### src/rtl/core/assert_macros.svh
// Assertion helpers for the core RTL.
`ifndef ASSERT_MACROS_SVH
`define ASSERT_MACROS_SVH

`ifndef SYNTHESIS

// Property that holds at every clock edge outside reset.
`define CRA_ASSERT(name, clk, rst_n, prop, msg) \
	name: assert property (@(posedge clk) disable iff (!rst_n) prop) else $error(msg);

// Next-cycle implication: ante at one edge gives cons at the following edge.
`define CRA_ASSERT_NXT(name, clk, rst_n, ante, cons, msg) \
	name: assert property (@(posedge clk) disable iff (!rst_n) (ante) |=> (cons)) else $error(msg);

`else

`define CRA_ASSERT(name, clk, rst_n, prop, msg)
`define CRA_ASSERT_NXT(name, clk, rst_n, ante, cons, msg)

`endif

`endif

### src/rtl/core/cra_pkg.sv
package cra_pkg;

	localparam int MAX_VOICES = 4;
	localparam int FREQ_W     = 24;
	localparam int LVL_W      = 32;
	localparam int COEFF_W    = 26;
	localparam int SCALE_W    = 32;
	localparam int CNT_W      = 3;
	localparam int ADDR_W     = 4;
	localparam int DATA_W     = 32;

	localparam int PROD_W  = FREQ_W + SCALE_W;     // |f| * rate_scale
	localparam int STEP_W  = LVL_W - 1;            // unsigned step magnitude
	localparam int DIFF_W  = LVL_W + 1;            // target - smoothed
	localparam int SPROD_W = DIFF_W + COEFF_W + 1; // diff * coeff

	localparam logic [COEFF_W-1:0] COEFF_RST = COEFF_W'(42949673);
	localparam logic [SCALE_W-1:0] SCALE_RST = SCALE_W'(91625969);
	localparam logic [CNT_W-1:0]   COUNT_RST = CNT_W'(4);

	// register indexes (paddr[3:2])
	localparam logic [1:0] REG_COEFF = 2'd0;
	localparam logic [1:0] REG_SCALE = 2'd1;
	localparam logic [1:0] REG_COUNT = 2'd2;

	typedef logic signed [LVL_W-1:0] lvl_t;

	localparam lvl_t LVL_ONE     = lvl_t'(32'sd1 <<< 28);
	localparam lvl_t LVL_NEG_ONE = -LVL_ONE;
	localparam lvl_t LVL_MAX     = {1'b0, {(LVL_W-1){1'b1}}};
	localparam lvl_t LVL_MIN     = {1'b1, {(LVL_W-1){1'b0}}};

	typedef struct packed {
		logic signed [FREQ_W-1:0] up_freq_a;
		logic signed [FREQ_W-1:0] down_freq_a;
		logic signed [FREQ_W-1:0] up_freq_b;
		logic signed [FREQ_W-1:0] down_freq_b;
		logic signed [FREQ_W-1:0] up_freq_c;
		logic signed [FREQ_W-1:0] down_freq_c;
		logic signed [FREQ_W-1:0] up_freq_d;
		logic signed [FREQ_W-1:0] down_freq_d;
	} tick_t;

	typedef struct packed {
		logic signed [LVL_W-1:0] level_a;
		logic signed [LVL_W-1:0] level_b;
		logic signed [LVL_W-1:0] level_c;
		logic signed [LVL_W-1:0] level_d;
	} levels_t;

	typedef struct packed {
		logic mul_en;
		logic smo_en;
		logic commit;
	} lane_ctrl_t;

	// clamp a 33-bit sum into the signed 32-bit range
	function automatic lvl_t sat_lvl(input logic signed [LVL_W:0] v);
		if (v[LVL_W] != v[LVL_W-1]) begin
			return v[LVL_W] ? LVL_MIN : LVL_MAX;
		end
		return v[LVL_W-1:0];
	endfunction

	// round(prod / 2^20), half up, saturated to 2^31-1
	function automatic logic [STEP_W-1:0] step_from_prod(input logic [PROD_W-1:0] p);
		logic [PROD_W:0]    rnd;
		logic [PROD_W-20:0] q;
		rnd = {1'b0, p} + (PROD_W+1)'(1 << 19);
		q   = rnd[PROD_W:20];
		if (q[PROD_W-20:STEP_W] != '0) begin
			return {STEP_W{1'b1}};
		end
		return q[STEP_W-1:0];
	endfunction

	// y + floor((diff*coeff + 2^31) / 2^32), saturated
	function automatic lvl_t smooth_next(input lvl_t y, input logic signed [SPROD_W-1:0] p);
		logic signed [SPROD_W:0]    t;
		logic signed [SPROD_W-32:0] q;
		logic signed [LVL_W:0]      s;
		t = {p[SPROD_W-1], p} + {{(SPROD_W-31){1'b0}}, 1'b1, 31'b0};
		q = t[SPROD_W:32];
		s = (LVL_W+1)'(y) + (LVL_W+1)'(q);
		return sat_lvl(s);
	endfunction

endpackage

### src/rtl/core/cra_merge.sv
module cra_merge #(
	parameter int VOICES = cra_pkg::MAX_VOICES
) (
	input  logic                           clk,
	input  logic                           arst_n,
	input  logic                           commit,
	input  logic [cra_pkg::CNT_W-1:0]      count,
	input  cra_pkg::lvl_t                  level [VOICES],
	input  cra_pkg::lvl_t                  next_level [VOICES],
	output logic [VOICES-1:0]              active,
	output logic [VOICES-1:0]              turn_up,
	output logic [VOICES-1:0]              turn_dn,
	input  logic                           levels_stall,
	output logic                           levels_valid,
	output cra_pkg::levels_t               levels
);
	import cra_pkg::*;

	lvl_t    below [VOICES];
	lvl_t    above [VOICES];
	lvl_t    lv    [MAX_VOICES];
	levels_t levels_d;
	logic    valid_q;
	levels_t levels_q;

	for (genvar k = 0; k < VOICES; k++) begin : g_turn
		assign active[k] = CNT_W'(k) < count;

		// lower neighbor still holds its old level this tick
		if (k + 1 < VOICES) begin : g_below
			assign below[k] = (CNT_W'(k + 1) < count) ? level[k + 1] : LVL_NEG_ONE;
		end else begin : g_floor
			assign below[k] = LVL_NEG_ONE;
		end

		// upper neighbor has already moved this tick
		if (k > 0) begin : g_above
			assign above[k] = next_level[k - 1];
		end else begin : g_ceil
			assign above[k] = LVL_ONE;
		end

		assign turn_up[k] = (next_level[k] <= below[k]) || (next_level[k] <= LVL_NEG_ONE);
		assign turn_dn[k] = !turn_up[k] &&
			((next_level[k] >= above[k]) || (next_level[k] >= LVL_ONE));
	end

	for (genvar k = 0; k < MAX_VOICES; k++) begin : g_out
		if (k < VOICES) begin : g_used
			assign lv[k] = active[k] ? next_level[k] : '0;
		end else begin : g_unused
			assign lv[k] = '0;
		end
	end

	always_comb begin
		levels_d.level_a = lv[0];
		levels_d.level_b = lv[1];
		levels_d.level_c = lv[2];
		levels_d.level_d = lv[3];
	end

	always_ff @(posedge clk or negedge arst_n) begin
		if (!arst_n) begin
			valid_q <= 1'b0;
		end else if (commit) begin
			valid_q <= 1'b1;
		end else if (!levels_stall) begin
			valid_q <= 1'b0;
		end
	end

	always_ff @(posedge clk) begin
		if (commit) begin
			levels_q <= levels_d;
		end
	end

	assign levels_valid = valid_q;
	assign levels       = levels_q;

endmodule
### config.mk
export PLATFORM = sky130hd
export DESIGN_NAME = cra_merge
export DESIGN_NICKNAME = d
export VERILOG_FILES = /design/src/rtl/core/assert_macros.svh /design/src/rtl/core/cra_pkg.sv /design/src/rtl/core/cra_merge.sv
export SDC_FILE = /design/constraint.sdc
export NUM_CORES = 1
export LEC_CHECK = 0
export ABC_AREA = 1
export BUFFER_PORTS_ARGS = -buffer_cell sky130_fd_sc_hd__buf_2
export CELL_PAD_IN_SITES_DETAIL_PLACEMENT = 1
export CELL_PAD_IN_SITES_GLOBAL_PLACEMENT = 2
export CORE_UTILIZATION = 30
export CTS_CLUSTER_DIAMETER = 60
export DETAILED_ROUTE_END_ITERATION = 7
export GPL_ROUTABILITY_DRIVEN = 0
export PLACE_DENSITY = 0.95
export REMOVE_ABC_BUFFERS = 1
export SLEW_MARGIN = 20
export SYNTH_ARGS = -nofsm -noshare
export SYNTH_HDL_FRONTEND = slang
export SYNTH_SLANG_ARGS = --single-unit
### constraint.sdc
create_clock -name clk -period 5.2 [get_ports clk]
set_input_delay 0.52 -clock clk [delete_from_list [all_inputs] [get_ports clk]]
set_output_delay 0.52 -clock clk [all_outputs]
set_load 0.01 [all_outputs]
==> impl_results.md, run 1 <==
* Via/cell ratio at approximately 4.7
* Least-Margin Pin Slew at 0.976 ns
* Max Fclk at between 0.2 and 0.3 GHz
* Compound-Gate Fraction of Synth Area at 0.0707
* Post-synthesis simple-gate area fraction at 0.236
* Pwr dens at 250 nW/um^2
* Setup TNS Final at 0 ns
* Die Y at ~190 um
* # resized after CTS at 0
* Layout fillers at around 4.2k
* Period utilisation layout at 0.761
* Mux cell area share after synthesis at 0
* Clk Latency, worst-skew pair at ~0.4 ns
* Vias in the first global route at 10.7k
* Final Max Slew Viols at 0
* First-pass GRT wire length at 55.9 mm
* # IOs at just over 400
* Critical path class: input port to output pin
* CP Max Fanout at 29
* Total Power at ~0.0033 W
* Post-synth top cells: 329 x nand2_1, 192 x ha_1, 190 x inv_1
* Mapped cell area at 10200 sq um
* Sequential area share after synthesis at 0.378
* Largest net degree at the start of global routing at 82
* Post-Syn Instances at 1265
* Core Footprint at 33500 sq um
* Critical Path Source Type: input port
* Largest family of logic cells by synthesized area: simple AND/OR/NAND/NOR gates
* Register area at roughly 3900 sq um
* Share of the synthesized area in the top cell type at 0.375
* Synth Register Bits at 129
* Most frequent cell after synthesis: nand2_1
* Routed vias at 9954
* Layout overhead on the synthesized area at 29.1%
* Ys flop type: edfxtp_1
* Cts bufs inserted at 17
* Yosys top cell by area: edfxtp_1
* Antenna Nets Post-Route at 0
* 1st-iter DRT viols at ~280
* Footprint of the multi-input gates at 5560 sq um
* Fin Clk Skew at 0 ns
* Total wire length at about 35 mm
* Yosys warning count at 0
* Final Hold Viols at 0
* Max_cap viols at 0
* DR pass1 iterations at 4
* CP arrival at between 3 and 4 ns
* Drt wl/cell at ~17 um
* Hold Path Class: input port to register
* Post-synthesis async set-or-reset flop share at 0.00775
* Worst IR drop on VDD at 0.000210 V
* Gr usage total at 0.206
* CTS root buf: clkbuf_16
* Clock sinks at ~130
* Overflow left after global routing at 0
* Slew HR at 0.349
* P_leak at 7.01 nW
* Clock transition at path regs at ~0.050 ns
* Post-Synth Adder-Cell Area at 0.235
* Outcome: finished, final reports clean
* XOR/XNOR Fraction of Synth Area at 0
* Port Buf Inserts at approximately 370
* Crit. End Element: output pin
* Initial antenna violation count at 9
* Synth top area cells: edfxtp_1 38%, ha_1 23%, nand2_1 12%
* Post-Syn Area per Cell at a little over 8 sq um
* Hpwl dp at approximately 30 mm
* Residual DRC at 0
* Post-layout min period at between 3 and 4 ns
* Initial Util at 0.305
* Die span in x at 187 um
* Netlist cell types at 29
* Post-synth EDFFs at about 130
* Endpoints failing setup at 0
* Req. time, crit path at about 4.7 ns
* Final nets at between 2k and 2.5k
* # rows at 67
* Die area at approximately 35000 sq um
* Max Root-Sink Buffers at 2
* Unrepaired setup endpoints after global routing: no
* Layout cells sized above 1 at 0.254
* H-tree depth at 4
* TritonCTS clock tree: done
==> layer usage <==
metal	up-vias	routed length (um)	GRT usage	share of wire
li1	4942	-	-	-
met1	4661	14900	0.243	0.42
met2	291	17800	0.371	0.50
met3	52	1880	0.0433	0.053
met4	8	688	0.0637	0.019
met5	-	38	0	0.0011
==> repair_timing <==
item                                   4_1_cts  5_1_grt
hold buffers                                 1        0
setup buffers                                0        0
endpoints found under the hold margin        1        0
==> sequential cells by signal, summed over array words and instances (netlist names) <==
name,count
levels,128
levels_valid,1
==> per-stage QoR <==
stage	instance area, sq um	hold slack [ns]	instances	util	setup WS [ns]
floorplan	10100	0.224	1241	-	0.695
global placement	12600	0.295	2066	0.376	1.21
detailed placement	12600	0.298	2066	0.376	1.14
CTS	13200	0.285	2099	0.394	1.13
global route	13200	0.304	2102	0.394	0.913
finish	13200	0.312	2104	0.394	1.24
==> cell type report <==
class	count	share of cell area
multi-input combinational	921	0.420
timing repair buffer	378	0.145
tap	448	0.0424
clock buffer	23	0.0369
sequential	129	0.293
inverter	191	0.0542
clock inverter	9	0.00795
antenna	5	0.000946
==> cell families after synthesis <==
group           after synthesis
compound gates              134
fa+ha+maj                   192
buf+inv                     215
flops                       129
simple gates                595
==> final timing paths <==
check,slack (ns),start,to,depth (start not counted)
worst max-delay path,1.24,count[2],turn_dn[0],15
worst min-delay path,0.31,levels_stall,levels_valid,2
worst max register to register,4.55,levels_valid,levels_valid,1
worst min register to register,0.48,levels_valid,levels_valid,1
max in group asynchronous,4.70,arst_n,levels_valid,2
min in group asynchronous,0.41,arst_n,levels_valid,2
==> cells in the final DEF, fill, tap and decap left out, drive strengths merged, types with 2 or more instances in the layout <==
| master | count |
|---|---|
| nand2 | 330 |
| inv | 191 |
| nand4 | 26 |
| nor3b | 3 |
| clkbuf | 23 |
| buf | 377 |
| nand3 | 18 |
| o21a | 11 |
| diode | 5 |
| ha | 192 |
| or2 | 2 |
| nor4 | 19 |
| edfxtp | 128 |
| a31oi | 4 |
| nor2 | 188 |
| a21oi | 90 |
| bufinv | 2 |
| clkinv | 6 |
| o21ai | 20 |
| nor3 | 9 |
| a21o | 7 |
==> power by group <==
part           internal (W)  total [W]  switching, W
Combinational      0.000319   0.000815      0.000496
Sequential          0.00124    0.00127     0.0000239
Clock              0.000755    0.00122      0.000464
Total               0.00232    0.00330      0.000984
==> worst max-delay path, stage by stage <==
cell,delay (ns)
buf_2,0.39
nor2_4,0.07
inv_1,0.69
nand2_1,0.15
ha_1,0.35
nand2_1,0.07
nor4_1,0.52
nand2_1,0.10
nand2_1,0.10
nand2_1,0.07
nand2_1,0.06
nand2_1,0.06
nand3_1,0.09
nor2_1,0.05
buf_2,0.14
(Power assumes the default switching activity.)
==> run 2: changes to the inputs <==
--- a/config.mk
+++ b/config.mk
@@ -9,11 +9,11 @@
 export BUFFER_PORTS_ARGS = -buffer_cell sky130_fd_sc_hd__buf_2
 export CELL_PAD_IN_SITES_DETAIL_PLACEMENT = 1
 export CELL_PAD_IN_SITES_GLOBAL_PLACEMENT = 2
-export CORE_UTILIZATION = 30
+export CORE_UTILIZATION = 25
 export CTS_CLUSTER_DIAMETER = 60
 export DETAILED_ROUTE_END_ITERATION = 7
 export GPL_ROUTABILITY_DRIVEN = 0
-export PLACE_DENSITY = 0.95
+export PLACE_DENSITY = 0.89
 export REMOVE_ABC_BUFFERS = 1
 export SLEW_MARGIN = 20
 export SYNTH_ARGS = -nofsm -noshare
==> constraint.sdc (replaced) <==
create_clock -name clk -period 3.55 [get_ports clk]
set_input_delay 0.355 -clock clk [delete_from_list [all_inputs] [get_ports clk]]
set_output_delay 0.355 -clock clk [all_outputs]
set_load 0.01 [all_outputs]
==> impl_results.md, run 2 (synthesis gave the netlist of run 1 again) <==
* Antenna Nets Post-Route at 0 (unchanged)
* Crit path buffers/inverters at 6 (+3)
* Setup bufs post-CTS at 0 (unchanged)
* Final Hold Viols at 0 (unchanged)
* 1st-iter DRT viols at 402 (+45%)
* Slew HR at 0.456 (+0.108)
* Initial Util at 0.255 (-0.0500)
* Core Footprint at 40100 sq um (+20%)
* Comb pwr share at 0.249 (+0.002)
* Commonest non-fill, non-tap cell in the layout: buf_2
* CP arrival at 2.79 ns (-0.65 ns)
* Non-filler cells, final at 2188 (+4.0%)
* Fin area at 13400 sq um (+1.2%)
* Largest net degree at the start of global routing at 68 (-17%)
* P_sw at 0.00147 W (+49%)
* Die span in x at 204 um (+9.4%)
* Final nets at 2102 (+0.43%)
* P_int at 0.00338 W (+46%)
* Via/cell ratio at 4.57 (-3.4%)
* Residual DRC at 0 (unchanged)
* Most frequent cells in the layout: 370 x buf_2, 329 x nand2_1, 192 x ha_1, 190 x inv_1, 182 x nor2_1
* Die area at 41800 sq um (+20%)
* Vias in the first global route at 10.6k (-0.85%)
* Least-Margin Pin Slew at 0.815 ns (-0.161 ns)
* CTS root buf: clkbuf_16
* Largest register FFs at 128 (unchanged)
* Max_cap viols at 0 (unchanged)
* Die Y at 204 um (+9.4%)
* # rows at 73 (+9.0%)
* Pwr dens at 362 nW/um^2 (+45%)
* Clock power share at 0.368 (about the same)
* First-pass GRT wire length at 57.3 mm (+2.6%)
* Crit. End Element: output pin
* Layout overhead on the synthesized area at 30.7%
* Initial antenna violation count at 10 (+1)
* Clock sinks at 129 (unchanged)
* Period utilisation layout at 0.886
* Post-layout min period at ~3.1 ns
* Max Fclk at 0.318 GHz
* Unrepaired setup endpoints after global routing: no
* Clk Latency, worst-skew pair at 0.44 ns (+0.03 ns)
* Req. time, crit path at 3.19 ns (-1.49 ns)
* # IOs at 404 (unchanged)
* Final Max Slew Viols at 0 (unchanged)
* Placed cell areas at 12800 sq um (+1.4%)
* Final hold slack at 0.136 ns (-0.177 ns)
* Critical path depth at 18 (+3)
* P_leak at 7.04 nW (+0.46%)
* Port Buf Inserts at 371 (unchanged)
* Crit path cell chain: buf_2 -> inv_1 -> nand2_1 -> buf_4 -> buf_4 -> nand2_1 -> ha_1 -> nand2_1 -> nor2_1 -> nand2_2 -> nor2_2 -> inv_1 -> nor2_2 -> nand2_1 -> nand3_1 -> nand3_2 -> nor2_2 -> buf_2
* Worst IR drop on VDD at 0.000226 V (+7.6%)
* Worst Reg-to-Reg Cells at 1 (unchanged)
* Critical path class: input port to output pin
* Gr usage total at 0.182 (-0.0235)
* Hpwl dp at 32.2 mm (+7.0%)
* Fin Clk Skew at 0 ns (unchanged)
* CP Max Fanout at 17 (-41%)
* Clock transition at path regs at 0.05 ns (about the same)
* Hold Path Class: input port to register
* Placed Instances at 2152 (+4.2%)
* Hold path depth at 2 (unchanged)
* Overflow left after global routing at 0 (unchanged)
* TritonCTS clock tree: done
* Max stage delay cell, worst path: buf_2
* Outcome: finished, final reports clean
* Max Root-Sink Buffers at 2 (unchanged)
* Cts bufs inserted at 17 (unchanged)
* Endpoints failing setup at 0 (unchanged)
* Seq pwr share at 0.383 (about the same)
* CP dominant cell by count: nand2_1
* Sw frac at 0.303 (+0.00459)
* Setup TNS Final at 0 ns (unchanged)
* Layout fillers at 4953 (+18%)
* CP max stage delay at 0.32 ns (-0.37 ns)
* Layout cells sized above 1 at 0.256 (+0.00255)
* H-tree depth at 4 (unchanged)
* Drt wl/cell at 17.1 um (+2.0%)
* Critical Path Source Type: input port
* DR pass1 iterations at 4 (unchanged)
* Routed vias at 9995 (+0.41%)
* Total wire length at 37.5 mm (+6.1%)
* Top Family by Delay on Critical Path: buffers and inverters
## run 2: what timing repair did
item,in CTS,in global routing
resized for setup,0,0
hold buffers,1,0
hold endpoints to repair,1,0
## run 2: routing by layer
metal | GRT usage | share of wire
met5 | 0 | 0.0017
met4 | 0.0666 | 0.023
met3 | 0.0352 | 0.045
met1 | 0.217 | 0.43
met2 | 0.323 | 0.50
## run 2: final timing paths
| check | to | slack [ns] | startpoint |
|---|---|---|---|
| setup / recovery | turn_dn[1] | 0.40 | count[2] |
| min in group asynchronous | levels_valid | 0.21 | arst_n |
| setup reg to reg | levels_valid | 2.87 | levels_valid |
| hold reg to reg | levels_valid | 0.51 | levels_valid |
| hold / removal | levels_valid | 0.14 | levels_stall |
| max in group asynchronous | levels_valid | 3.25 | arst_n |
## run 2: power by group through the flow
stage	clock, W	sequential (W)	combinational (W)
CTS	0.00184	0.00186	0.00124
detailed placement	0	0.00189	0.00123
finish	0.00179	0.00186	0.00121
global placement	0	0.00188	0.00118
floorplan	0	0.00196	0.000554
global route	0.00190	0.00187	0.00139
## run 2: per-stage QoR
step	utilization	total power (W)	worst slack (ns)
floorplan	-	0.00251	-0.625
CTS	0.333	0.00494	0.326
global placement	0.319	0.00306	0.431
finish	0.334	0.00485	0.405
global route	0.334	0.00515	0.0628
detailed placement	0.319	0.00312	0.338
## run 2: area by class of cell
| class | instances | area [sq um] | area share |
|---|---|---|---|
| multi-input cells | 921 | 5560 | 0.415 |
| flip-flops and latches | 129 | 3870 | 0.289 |
| repair buffers | 387 | 2000 | 0.149 |
| inverters | 191 | 717 | 0.0536 |
| well taps | 525 | 657 | 0.0491 |
| clock buffers | 19 | 433 | 0.0323 |
| clock inverters | 11 | 141 | 0.0106 |
| diodes | 5 | 12.5 | 0.000935 |
